**config.mk**
```make
export PLATFORM = sky130hd
export DESIGN_NAME = serial_frame_receiver_crc8
export DESIGN_NICKNAME = d
export VERILOG_FILES = /design/src/design/sfr_pkg.sv /design/src/design/sfr_ram.sv /design/src/design/sfr_ctrl.sv /design/src/design/sfr_dp.sv /design/src/design/serial_frame_receiver_crc8.sv
export VERILOG_INCLUDE_DIRS = /design/src /design/src/design
export SDC_FILE = /design/constraint.sdc
export NUM_CORES = 1
export LEC_CHECK = 0
export ABC_AREA = 1
export ABC_CLOCK_PERIOD_IN_PS = 5600
export BUFFER_PORTS_ARGS = -buffer_cell sky130_fd_sc_hd__clkbuf_2
export CAP_MARGIN = 20
export CORE_ASPECT_RATIO = 0.8
export CORE_UTILIZATION = 45
export DETAILED_ROUTE_END_ITERATION = 16
export PLACE_DENSITY = 0.68
export SLEW_MARGIN = 20
export SYNTH_ARGS = -nofsm -noshare
export SYNTH_HDL_FRONTEND = slang
export SYNTH_SLANG_ARGS = --single-unit
```
**constraint.sdc**
```tcl
create_clock -name i_clk -period 5.6 [get_ports i_clk]
set_input_delay 1.12 -clock i_clk [delete_from_list [all_inputs] [get_ports i_clk]]
set_output_delay 1.12 -clock i_clk [all_outputs]
set_load 0.05 [all_outputs]
```
**src/design/serial_frame_receiver_crc8_assert.svh**
```systemverilog
`ifndef SERIAL_FRAME_RECEIVER_CRC8_ASSERT_SVH
`define SERIAL_FRAME_RECEIVER_CRC8_ASSERT_SVH

// Same-cycle implication, checked out of reset.
`define SFR_ASSERT_NOW(label, clk, rst_n, ante, cons) \
    label: assert property (@(posedge clk) disable iff (!rst_n) (ante) |-> (cons)) \
        else $error("sfr assertion failed");

// Next-cycle implication, checked out of reset.
`define SFR_ASSERT_NEXT(label, clk, rst_n, ante, cons) \
    label: assert property (@(posedge clk) disable iff (!rst_n) (ante) |=> (cons)) \
        else $error("sfr assertion failed");

`endif

```
**src/design/sfr_pkg.sv**
```systemverilog
package sfr_pkg;

    localparam int MAX_PAYLOAD = 32;
    localparam int LEN_W       = $clog2(MAX_PAYLOAD + 1);
    localparam int IDX_W       = $clog2(MAX_PAYLOAD);
    localparam int POS_W       = 6;

    localparam logic [7:0]       CRC_POLY     = 8'h07;
    localparam logic [7:0]       NIBBLE_MASK  = 8'h0F;
    localparam logic [POS_W-1:0] HDR_OVERHEAD = POS_W'(4);
    localparam logic [POS_W-1:0] PAYLOAD_OFS  = POS_W'(3);

    localparam logic [1:0] REG_START_BYTE  = 2'd0;
    localparam logic [1:0] REG_OWN_ADDRESS = 2'd1;
    localparam logic [1:0] REG_TIMEOUT_MS  = 2'd2;

    localparam logic [7:0] RST_START_BYTE  = 8'hA5;
    localparam logic [3:0] RST_OWN_ADDRESS = 4'h1;
    localparam logic [7:0] RST_TIMEOUT_MS  = 8'd10;

    typedef struct packed {
        logic [7:0] start_byte;
        logic [3:0] own_address;
        logic [7:0] timeout_ms;
    } t_cfg;

    typedef struct packed {
        logic take;
        logic rd_start;
        logic rd_next;
        logic load_out;
        logic load_empty;
    } t_cmd;

    typedef struct packed {
        logic emit;
        logic empty;
        logic out_last;
    } t_status;

    function automatic logic [7:0] crc8_add(input logic [7:0] crc, input logic [7:0] b);
        logic [7:0] c;
        c = crc ^ b;
        for (int k = 0; k < 8; k++) begin
            c = c[7] ? ({c[6:0], 1'b0} ^ CRC_POLY) : {c[6:0], 1'b0};
        end
        return c;
    endfunction

endpackage

```
**src/design/sfr_ram.sv**
```systemverilog
module sfr_ram #(
    parameter int WIDTH = 8,
    parameter int DEPTH = 32
) (
    input  logic                     i_clk,
    input  logic                     i_we,
    input  logic [$clog2(DEPTH)-1:0] i_waddr,
    input  logic [WIDTH-1:0]         i_wdata,
    input  logic                     i_re,
    input  logic [$clog2(DEPTH)-1:0] i_raddr,
    output logic [WIDTH-1:0]         o_rdata
);

    logic [WIDTH-1:0] r_mem [DEPTH];
    logic [WIDTH-1:0] r_rdata;

    always_ff @(posedge i_clk) begin
        if (i_we) begin
            r_mem[i_waddr] <= i_wdata;
        end
        if (i_re) begin
            r_rdata <= r_mem[i_raddr];
        end
    end

    assign o_rdata = r_rdata;

endmodule

```
**src/design/sfr_ctrl.sv**
```systemverilog
`include "serial_frame_receiver_crc8_assert.svh"

module sfr_ctrl
    import sfr_pkg::*;
(
    input  logic    i_clk,
    input  logic    i_rst_n,
    input  logic    i_in_valid,
    input  logic    i_out_stall,
    input  t_status i_status,
    output t_cmd    o_cmd,
    output logic    o_in_stall,
    output logic    o_out_valid
);

    localparam logic [1:0] S_IDLE = 2'd0;
    localparam logic [1:0] S_RD   = 2'd1;
    localparam logic [1:0] S_OUT  = 2'd2;

    logic [1:0] r_state;
    logic [1:0] n_state;
    logic       out_beat;

    assign out_beat = (r_state == S_OUT) && !i_out_stall;

    always_comb begin
        n_state = r_state;
        o_cmd   = '0;
        unique case (r_state)
            S_IDLE: begin
                o_cmd.take = i_in_valid;
                if (i_in_valid && i_status.emit) begin
                    if (i_status.empty) begin
                        o_cmd.load_empty = 1'b1;
                        n_state          = S_OUT;
                    end else begin
                        o_cmd.rd_start = 1'b1;
                        n_state        = S_RD;
                    end
                end
            end
            S_RD: begin
                o_cmd.load_out = 1'b1;
                o_cmd.rd_next  = 1'b1;
                n_state        = S_OUT;
            end
            S_OUT: begin
                if (out_beat) begin
                    if (i_status.out_last) begin
                        n_state = S_IDLE;
                    end else begin
                        o_cmd.load_out = 1'b1;
                        o_cmd.rd_next  = 1'b1;
                    end
                end
            end
            default: begin
                n_state = S_IDLE;
            end
        endcase
    end

    always_ff @(posedge i_clk) begin
        if (!i_rst_n) begin
            r_state <= S_IDLE;
        end else begin
            r_state <= n_state;
        end
    end

    assign o_in_stall  = (r_state != S_IDLE);
    assign o_out_valid = (r_state == S_OUT);

    `SFR_ASSERT_NEXT(a_emit_leaves_idle, i_clk, i_rst_n,
        (r_state == S_IDLE) && i_in_valid && i_status.emit, r_state != S_IDLE)
    `SFR_ASSERT_NEXT(a_read_then_out, i_clk, i_rst_n, r_state == S_RD, r_state == S_OUT)
    `SFR_ASSERT_NEXT(a_last_beat_ends, i_clk, i_rst_n,
        out_beat && i_status.out_last, r_state == S_IDLE)

endmodule

```
**src/design/sfr_dp.sv**
```systemverilog
module sfr_dp
    import sfr_pkg::*;
(
    input  logic             i_clk,
    input  logic             i_rst_n,
    input  t_cfg             i_cfg,
    input  t_cmd             i_cmd,
    input  logic             i_mode,
    input  logic [7:0]       i_rx_byte,
    output t_status          o_status,
    output logic [3:0]       o_command,
    output logic [LEN_W-1:0] o_data_len,
    output logic [IDX_W-1:0] o_byte_index,
    output logic [7:0]       o_payload_byte,
    output logic             o_has_byte,
    output logic             o_last
);

    logic [POS_W-1:0] r_pos, n_pos;
    logic [POS_W-1:0] r_exp, n_exp;
    logic [7:0]       r_crc, n_crc;
    logic [7:0]       r_hdr, n_hdr;
    logic [LEN_W-1:0] r_len, n_len;
    logic [7:0]       r_idle, n_idle;

    logic [IDX_W-1:0] r_rd_addr;
    logic [IDX_W-1:0] r_load_idx;

    logic [3:0]       r_out_cmd;
    logic [LEN_W-1:0] r_out_len;
    logic [IDX_W-1:0] r_out_idx;
    logic [7:0]       r_out_byte;
    logic             r_out_has;
    logic             r_out_last;

    logic             is_start;
    logic             too_long;
    logic             crc_pos;
    logic [7:0]       idle_inc;
    logic [POS_W-1:0] wr_ofs;
    logic             wr_en;
    logic [IDX_W-1:0] rd_addr;
    logic             rd_en;
    logic [7:0]       ram_q;

    assign is_start = (i_rx_byte == i_cfg.start_byte);
    assign too_long = (i_rx_byte > 8'(MAX_PAYLOAD));
    assign crc_pos  = (r_exp != '0) && (r_pos + POS_W'(1) == r_exp);
    assign idle_inc = (r_idle == 8'hFF) ? r_idle : r_idle + 8'd1;
    assign wr_ofs   = r_pos - PAYLOAD_OFS;

    // Frame end with good CRC and own address; restart takes precedence at positions 1 and 2.
    assign o_status.emit = !i_mode && (r_pos != '0) && !((r_pos < PAYLOAD_OFS) && is_start)
                           && crc_pos && (i_rx_byte == r_crc)
                           && (r_hdr[7:4] == i_cfg.own_address);
    assign o_status.empty    = (r_len == '0);
    assign o_status.out_last = r_out_last;

    always_comb begin
        n_pos  = r_pos;
        n_exp  = r_exp;
        n_crc  = r_crc;
        n_hdr  = r_hdr;
        n_len  = r_len;
        n_idle = r_idle;
        wr_en  = 1'b0;
        if (i_cmd.take) begin
            if (i_mode) begin
                n_idle = idle_inc;
                if ((r_pos != '0) && (idle_inc > i_cfg.timeout_ms)) begin
                    n_pos = '0;
                    n_exp = '0;
                end
            end else begin
                n_idle = '0;
                priority if (r_pos == '0) begin
                    if (is_start) begin
                        n_pos = POS_W'(1);
                        n_exp = '0;
                        n_crc = crc8_add(8'h00, i_rx_byte);
                    end
                end else if ((r_pos < PAYLOAD_OFS) && is_start) begin
                    n_pos = POS_W'(1);
                    n_exp = '0;
                    n_crc = crc8_add(8'h00, i_rx_byte);
                end else if (crc_pos) begin
                    n_pos = '0;
                    n_exp = '0;
                end else if ((r_pos == POS_W'(2)) && too_long) begin
                    n_pos = '0;
                    n_exp = '0;
                end else begin
                    if (r_pos == POS_W'(1)) begin
                        n_hdr = i_rx_byte;
                    end else if (r_pos == POS_W'(2)) begin
                        n_len = i_rx_byte[LEN_W-1:0];
                        n_exp = POS_W'(i_rx_byte[LEN_W-1:0]) + HDR_OVERHEAD;
                    end else begin
                        wr_en = 1'b1;
                    end
                    n_crc = crc8_add(r_crc, i_rx_byte);
                    n_pos = r_pos + POS_W'(1);
                end
            end
        end
    end

    always_ff @(posedge i_clk) begin
        if (!i_rst_n) begin
            r_pos  <= '0;
            r_exp  <= '0;
            r_crc  <= '0;
            r_hdr  <= '0;
            r_len  <= '0;
            r_idle <= '0;
        end else begin
            r_pos  <= n_pos;
            r_exp  <= n_exp;
            r_crc  <= n_crc;
            r_hdr  <= n_hdr;
            r_len  <= n_len;
            r_idle <= n_idle;
        end
    end

    assign rd_en   = i_cmd.rd_start || i_cmd.rd_next;
    assign rd_addr = i_cmd.rd_start ? '0 : r_rd_addr;

    sfr_ram #(
        .WIDTH(8),
        .DEPTH(MAX_PAYLOAD)
    ) u_payload_ram (
        .i_clk  (i_clk),
        .i_we   (wr_en),
        .i_waddr(wr_ofs[IDX_W-1:0]),
        .i_wdata(i_rx_byte),
        .i_re   (rd_en),
        .i_raddr(rd_addr),
        .o_rdata(ram_q)
    );

    always_ff @(posedge i_clk) begin
        if (rd_en) begin
            r_rd_addr <= rd_addr + IDX_W'(1);
        end
        if (i_cmd.rd_start) begin
            r_load_idx <= '0;
        end else if (i_cmd.load_out) begin
            r_load_idx <= r_load_idx + IDX_W'(1);
        end
        if (i_cmd.load_empty) begin
            r_out_cmd  <= r_hdr[3:0] & NIBBLE_MASK[3:0];
            r_out_len  <= '0;
            r_out_idx  <= '0;
            r_out_byte <= '0;
            r_out_has  <= 1'b0;
            r_out_last <= 1'b1;
        end else if (i_cmd.load_out) begin
            r_out_cmd  <= r_hdr[3:0] & NIBBLE_MASK[3:0];
            r_out_len  <= r_len;
            r_out_idx  <= r_load_idx;
            r_out_byte <= ram_q;
            r_out_has  <= 1'b1;
            r_out_last <= (LEN_W'(r_load_idx) + LEN_W'(1) == r_len);
        end
    end

    assign o_command      = r_out_cmd;
    assign o_data_len     = r_out_len;
    assign o_byte_index   = r_out_idx;
    assign o_payload_byte = r_out_byte;
    assign o_has_byte     = r_out_has;
    assign o_last         = r_out_last;

endmodule

```
**src/design/serial_frame_receiver_crc8.sv**
```systemverilog
// Channel  Direction  Handshake               Payload
// input    in         i_in_valid / o_in_stall  i_mode, i_rx_byte
// result   out        o_out_valid / i_out_stall o_command .. o_last
// config   in         APB psel/penable/pwrite  paddr, pwdata, prdata
//
// A byte or tick that ends no good frame is taken without stalling the input.
// A good frame stalls the input until its last result beat is taken,
// with a payload read state (S_RD) in front when the payload is not empty.
// The payload RAM read port sets one result beat per cycle when not stalled.
// Reset is synchronous and needs no clearing pass; output stalls hold the beat.
module serial_frame_receiver_crc8
    import sfr_pkg::*;
(
    input  logic             i_clk,
    input  logic             i_rst_n,
    input  logic             psel,
    input  logic             penable,
    input  logic             pwrite,
    input  logic [3:0]       paddr,
    input  logic [31:0]      pwdata,
    output logic [31:0]      prdata,
    output logic             pready,
    input  logic             i_in_valid,
    output logic             o_in_stall,
    input  logic             i_mode,
    input  logic [7:0]       i_rx_byte,
    output logic             o_out_valid,
    input  logic             i_out_stall,
    output logic [3:0]       o_command,
    output logic [LEN_W-1:0] o_data_len,
    output logic [IDX_W-1:0] o_byte_index,
    output logic [7:0]       o_payload_byte,
    output logic             o_has_byte,
    output logic             o_last
);

    t_cfg       r_cfg;
    t_cmd       cmd;
    t_status    status;
    logic       cfg_wr;
    logic [1:0] reg_idx;

    assign pready  = 1'b1;
    assign reg_idx = paddr[3:2];
    assign cfg_wr  = psel && penable && pwrite;

    always_ff @(posedge i_clk) begin
        if (!i_rst_n) begin
            r_cfg.start_byte  <= RST_START_BYTE;
            r_cfg.own_address <= RST_OWN_ADDRESS;
            r_cfg.timeout_ms  <= RST_TIMEOUT_MS;
        end else if (cfg_wr) begin
            unique case (reg_idx)
                REG_START_BYTE:  r_cfg.start_byte  <= pwdata[7:0];
                REG_OWN_ADDRESS: r_cfg.own_address <= pwdata[3:0];
                REG_TIMEOUT_MS:  r_cfg.timeout_ms  <= pwdata[7:0];
                default: begin
                end
            endcase
        end
    end

    always_comb begin
        unique case (reg_idx)
            REG_START_BYTE:  prdata = 32'(r_cfg.start_byte);
            REG_OWN_ADDRESS: prdata = 32'(r_cfg.own_address);
            REG_TIMEOUT_MS:  prdata = 32'(r_cfg.timeout_ms);
            default:         prdata = '0;
        endcase
    end

    sfr_ctrl u_ctrl (
        .i_clk      (i_clk),
        .i_rst_n    (i_rst_n),
        .i_in_valid (i_in_valid),
        .i_out_stall(i_out_stall),
        .i_status   (status),
        .o_cmd      (cmd),
        .o_in_stall (o_in_stall),
        .o_out_valid(o_out_valid)
    );

    sfr_dp u_dp (
        .i_clk         (i_clk),
        .i_rst_n       (i_rst_n),
        .i_cfg         (r_cfg),
        .i_cmd         (cmd),
        .i_mode        (i_mode),
        .i_rx_byte     (i_rx_byte),
        .o_status      (status),
        .o_command     (o_command),
        .o_data_len    (o_data_len),
        .o_byte_index  (o_byte_index),
        .o_payload_byte(o_payload_byte),
        .o_has_byte    (o_has_byte),
        .o_last        (o_last)
    );

endmodule

```
# Word-level counts from Yosys, hierarchy flattened
# Memories as Yosys holds them, arrays and structs flattened. A register that Yosys moved wholly into a read port is not among the register bits.
# Cells that the tools add are included.
# classes
mux,66
n_eq_ne,21
n_bitwise,23
add_sub_neg,7
n_lt_le_gt_ge,3
n_reduce_logical,35
# op_table
op,n
$mux W6,15
$mux W8,7
$mux W3,16
$not A3 Y3,16
$pmux W8 S3,1
$reduce_bool A6 Y1,3
$eq A8 B8 Y1,2
$mux W1,15
$mux W2,7
$logic_and A1 B1 Y1,13
$eq A6 B6 Y1,2
$logic_not A6 Y1,2
$add A5 B1 Y5 const B,2
$ne A2 B1 Y1 const B,5
$reduce_and A5 Y1,2
$add A8 B1 Y8 const B,1
$eq A8 B8 Y1 const B,1
$gt A8 B6 Y1 const B,1
$gt A8 B8 Y1,1
$mux W4,2
$reduce_and A8 Y1,1
$xor A8 B8 Y8,1
$reduce_and A7 Y1,1
$add A5 B1 Y6 const B,1
other kinds (23),37
# word_totals
register_bits,99
ramBits,256
n_memories,1
out_inout_bits,60
in_bits,52
# memory_table
memory,depth,width,read_ports,rd_clocked_by_memory_dff,wr,line,text
u_dp.u_payload_ram.r_mem,32,8,1,1,1,sfr_ram.sv:14,logic [WIDTH-1:0] r_mem [DEPTH];

# Logic depth before layout (Yosys ltp)
# logic_depth
word_depth,21
mapped_depth,20
mapped_depth_nobuf,19

# By module
# Synthesis repeated with hierarchy kept, for this count alone.
# hier_totals
cells_unflattened,1800
hier_area_um2,16971.3
# by_module_without_submodules
mod,n_inst,cells_each,area_per_inst_um2
sfr_ram,1,922,10866.7
sfr_dp,1,675,4738.3
serial_frame_receiver_crc8,1,170,1147.4
sfr_ctrl,1,33,219.0

# Worst setup path after synthesis
# Ideal clock, no wire load.
# synth_timing
path_type,in2out
start,input port paddr[3]
end,output port prdata[6]
n_path_buf,0
required_time_ns,4.480
path_stages,4
path_slack_ns,1.999
t_arrival_ns,2.481
path_cell_list,inv_1 -> nor2_1 -> inv_1 -> o21ai_0
# synth_between
elab_chain_len,2
word_cells_on_any_way,4
# synth_rtl
element,line,text
"start, declared",serial_frame_receiver_crc8.sv:19,"input logic [3:0] paddr,"
$eq A2 B2 Y1 (tied with other cells),serial_frame_receiver_crc8.sv:64,unique case (reg_idx)
$pmux W8 S3 *,serial_frame_receiver_crc8.sv:64,
"end, declared",serial_frame_receiver_crc8.sv:21,"output logic [31:0] prdata,"
# Every way passes the cells marked *; elsewhere a longest branch is shown, timed or not.

# Worst setup path in the final report
# layout_timing
start,input port i_rx_byte[1]
end,"register u_dp.u_payload_ram.r_rdata[4], in the netlist u_dp.u_payload_ram.o_rdata[4] (read register of u_dp.u_payload_ram.r_mem), data pin"
# layout_between
elab_chain_len,11
word_cells_on_any_way,13
# layout_rtl
element,line,text
"start, declared",serial_frame_receiver_crc8.sv:26,"input logic [7:0] i_rx_byte,"
$eq A8 B8 Y1,sfr_dp.sv:46,assign is_start = (i_rx_byte == i_cfg.start_byte);
$logic_and A1 B1 Y1,sfr_dp.sv:53,assign o_status.emit = !i_mode && (r_pos != '0) && !((r_pos < PAYLOAD_OFS) && is_start)
$logic_not A1 Y1,sfr_dp.sv:53,
$logic_and A1 B1 Y1,sfr_dp.sv:53,
$logic_and A1 B1 Y1,sfr_dp.sv:54,&& crc_pos && (i_rx_byte == r_crc)
$logic_and A1 B1 Y1 *,sfr_dp.sv:54,
$logic_and A1 B1 Y1 *,sfr_dp.sv:55,&& (r_hdr[7:4] == i_cfg.own_address);
$logic_and A1 B1 Y1 *,sfr_ctrl.sv:32,if (i_in_valid && i_status.emit) begin
$mux W1 *,sfr_ctrl.sv:32,
$mux W2 *,sfr_ctrl.sv:29,unique case (r_state)
$mux W5 or $logic_or A1 B1 Y1 (tied branches),"sfr_dp.sv:127, sfr_dp.sv:126",
"end, declared",sfr_ram.sv:15,logic [WIDTH-1:0] r_rdata;
# Marks and branches as above.
# A chain may end at the register's enable or synchronous reset.

==> summary.md <==
| Metric | Value |
|---|---|
| Area of the multi-input gates | `0.005799 sq mm` |
| Finished Layout Cells | `2316` |
| Final setup fails | `0` |
| Slew HR | `26.39%` |
| Placer Congestion | `0.9027` |
| Register area | `0.01000 sq mm` |
| Post-synthesis register bit count | `363` |
| Status | `complete, but fails checks` |
| Crit path arrival time | `4.95 ns` |
| Worst r2r dst | `u_dp.u_payload_ram.o_rdata[4]` |
| Mux cell area share after synthesis | `0%` |
| Complex-gate fraction of the synthesized area | `6.265%` |
| Slew Limit Fails | `0` |
| CTS resizes | `0` |
| Die area | `0.03900 sq mm` |
| RSZ-0062 raised after global routing | `no` |
| Initial antenna violation count | `3` |
| Drc violations | `3` |
| Hpwl dp | `26820 um` |
| Initial DRC Count | `1241` |
| Synth Area in Simple Gates | `21.81%` |
| CTS Hold Bufs | `0` |
| Post-Route WL | `41670 um` |
| Pwr/cell area | `292.5 mW/mm^2` |
| Reg2reg start | `u_dp.r_pos[0]` |
| Minimum clock period | `4.545 ns` |
| First-pass GRT wire length | `approximately 64000 um` |
| Post-synthesis xor/xnor area fraction | `a little under 3%` |
| Clk_lat worst skew | `0.56 ns` |
| Syn Inst Count | `1774` |
| Ports | `between 100 and 150` |
| Pin count of the biggest net entering global routing | `92` |
| Starting Density | `46.03%` |
| Total CTS buffers | `37` |
| Peak VDD IR | `slightly above 0.0002 V` |
| Max Fanout on Critical Path | `26` |
| Vias | `12350` |
| Max Fclk | `0.2200 GHz` |
| Vias in the first global route | `roughly 11000` |
| Cells after DPL | `2247` |
| Worst Reg-to-Reg Cells | `13` |
| Clk pin slew, worst setup/hold paths | `0.06 ns` |
| Die Ht | `approximately 180 um` |
| Post-route ant nets | `0` |
| FP Rows | `63` |
| Filler cells | `3364` |
| Seq/Total Area, Yosys | `58.15%` |
| Final #Nets | `1881` |
| GRT overflow | `0` |
| Synth cell types | `44` |
| Setup Crit Path Kind | `input pin to register` |
| CTS tree | `yes` |
| Clk_skew | `0.03486 ns` |
| Failing checks | `design-rule violations` |
| Synthesized area per cell | `9.694 sq um` |
| Area grow syn2layout | `10.00%` |
| YS warnings | `0` |
| Tcrit/Tclk final | `81.16%` |
| Drt wl/cell | `17.99 um` |
| Hold Crit Class | `register to register` |
| TritonRoute pass-1 iters | `14` |
| H-Tree Depth | `2` |
| CTS max path bufs | `3` |
| Actual slew at the worst max-slew pin | `1.104 ns` |
| Req. time, crit path | `6.01 ns` |
| Number of port buffers | `60` |
| Adder-cell share of the synthesized area | `approximately 2.2%` |
| All-Layer GR Usage | `21.45%` |
| Root Driver | `clkbuf_16` |
| Post-CTS setup buffers | `0` |
| Clk sink count | `363` |
| Endpoint, Worst Hold | `u_dp.o_command[2]` |
| Largest family of logic cells by synthesized area | `simple AND/OR/NAND/NOR gates` |
| Ys flop type | `edfxtp_1` |
| Post-Route Setup TNS | `0 ns` |
| Hold Vio Cnt, Final | `0` |
| Max-Cap Viols | `0` |
| Worst hold stages | `0` |
| Startpoint types | `input pin` |
| Core area | `0.03736 sq mm` |
| Post-Syn Area | `approximately 0.017 sq mm` |
| Layout cell share with drive strength beyond 1 | `approximately 11%` |
| Most frequent cells in the layout | `nand2_1 (311), edfxtp_1 (273), nand3_1 (268), inv_1 (212), nor2_1 (108)` |
| Commonest non-fill, non-tap cell in the layout | `nand2_1` |
| R2R setup slack | `1.29 ns` |
| Worst hold start | `u_dp.r_hdr[2]` |
| Mean number of vias per cell | `between 5 and 6` |
| Async S/R FF share, synth | `0%` |
| Die X | `220.6 um` |
| Leakage Power | `7.696 nW` |
| Crit end category | `register` |
| Number of flops mapped to enable cells by yosys | `273` |
flip-flops by register name (all words and copies together) (netlist names):
name,cells
u_dp.r_crc,8
u_dp.r_exp,6
u_dp.u_payload_ram.r_mem,256
u_dp.r_load_idx,5
u_dp.o_data_len,6
u_dp.u_payload_ram.o_rdata,8
u_dp.r_idle,8
r_cfg,20
u_dp.r_pos,6
u_dp.o_byte_index,5
u_dp.o_payload_byte,8
u_dp.o_has_byte,1
u_dp.r_rd_addr,5
u_ctrl.r_state,2
u_dp.r_len,6
u_dp.o_last,1
u_dp.r_hdr,8
u_dp.o_command,4
worst max-delay path, cell delays in order:
cell      delay [ns]
clkbuf_2        0.36
xnor2_1         0.24
nand2_1         0.08
nor2_1          0.05
nand3_1         0.08
nand2_1         0.25
inv_1           0.41
nand4_4         0.26
nand2_2         0.53
clkinv_1        0.70
nand3_1         0.33
nand3_1         0.17
nand2_1         0.14
nand2_1         0.06
nand2_1         0.10
cell families (layout without fill, tap and decap cells):
family,count (synthesis),in the layout
simple gates,809,809
flops,363,363
buf+inv,336,367
compound gates,177,177
xor+xnor,57,57
fa+ha+maj,30,30
other cells,2,26
report_power, final:
part	leakage, nW	internal (mW)	switching (mW)
registers	3.19	2.89	0.00277
clock network	0.587	1.41	1.03
logic	3.92	0.0451	0.154
total	7.70	4.34	1.19
how the worst max path moves through the flow:
stage	from	endpoint	slack, ns	cells past startpoint
after floorplan	paddr[3]	prdata[6]	2.00	4
after global placement	i_rx_byte[1]	u_dp.u_payload_ram.o_rdata[4]	0.62	15
after detailed placement	i_rx_byte[1]	u_dp.u_payload_ram.o_rdata[3]	0.59	15
after CTS	i_rx_byte[1]	u_dp.u_payload_ram.o_rdata[3]	1.16	15
after global routing	i_rx_byte[4]	u_dp.u_payload_ram.o_rdata[4]	0.80	15
final	i_rx_byte[1]	u_dp.u_payload_ram.o_rdata[4]	1.06	15
Yosys cell counts, types with 33 or more instances:
cell type  instances  area share, %
edfxtp_1         273             48
nand2_1          312            6.8
or2_2             51            1.9
a21oi_1           55            1.6
inv_1            212            4.6
o21ai_0           53            1.5
nand3_1          268            7.8
nor2_1           108            2.4
clkbuf_1          37           0.81
buf_2             33           0.96
nand3b_1          41            1.8
buf_4             35            1.5
dfxtp_1           90             10
o2111ai_1         33            1.7
layout make-up:
type / instances / area share (%)
flip-flops and latches: 363 / 52.86
multi-input cells: 1098 / 30.66
clock buffers: 53 / 5.536
inverters: 219 / 4.346
well taps: 487 / 3.221
repair buffers: 80 / 2.553
clock inverters: 15 / 0.8135
diodes: 1 / 0.01323
stage by stage:
step                cell area (sq um)  setup slack [ns]  total power [mW]  util (%)  hold WS, ns
global route                    18920            0.8046             5.691     50.63       0.4445
floorplan                       17280             1.999             3.084         -       0.4030
finish                          18920             1.055             5.532     50.63       0.4285
global placement                17690            0.6247             3.143     47.33       0.4126
detailed placement              17710            0.5870             3.147     47.41       0.4137
CTS                             18910             1.160             5.579     50.62       0.4301
per-layer routing:
layer / vias to the layer above / routed length, um / track usage, %
li1: 5983 / - / -
met2: 400 / 18770 / 32.78
met4: 0 / 1140 / 7.163
met3: 73 / 2875 / 4.210
met1: 5894 / 18880 / 30.49
met5: - / 0 / 0
Note: power is estimated with default switching activity, not from simulation.
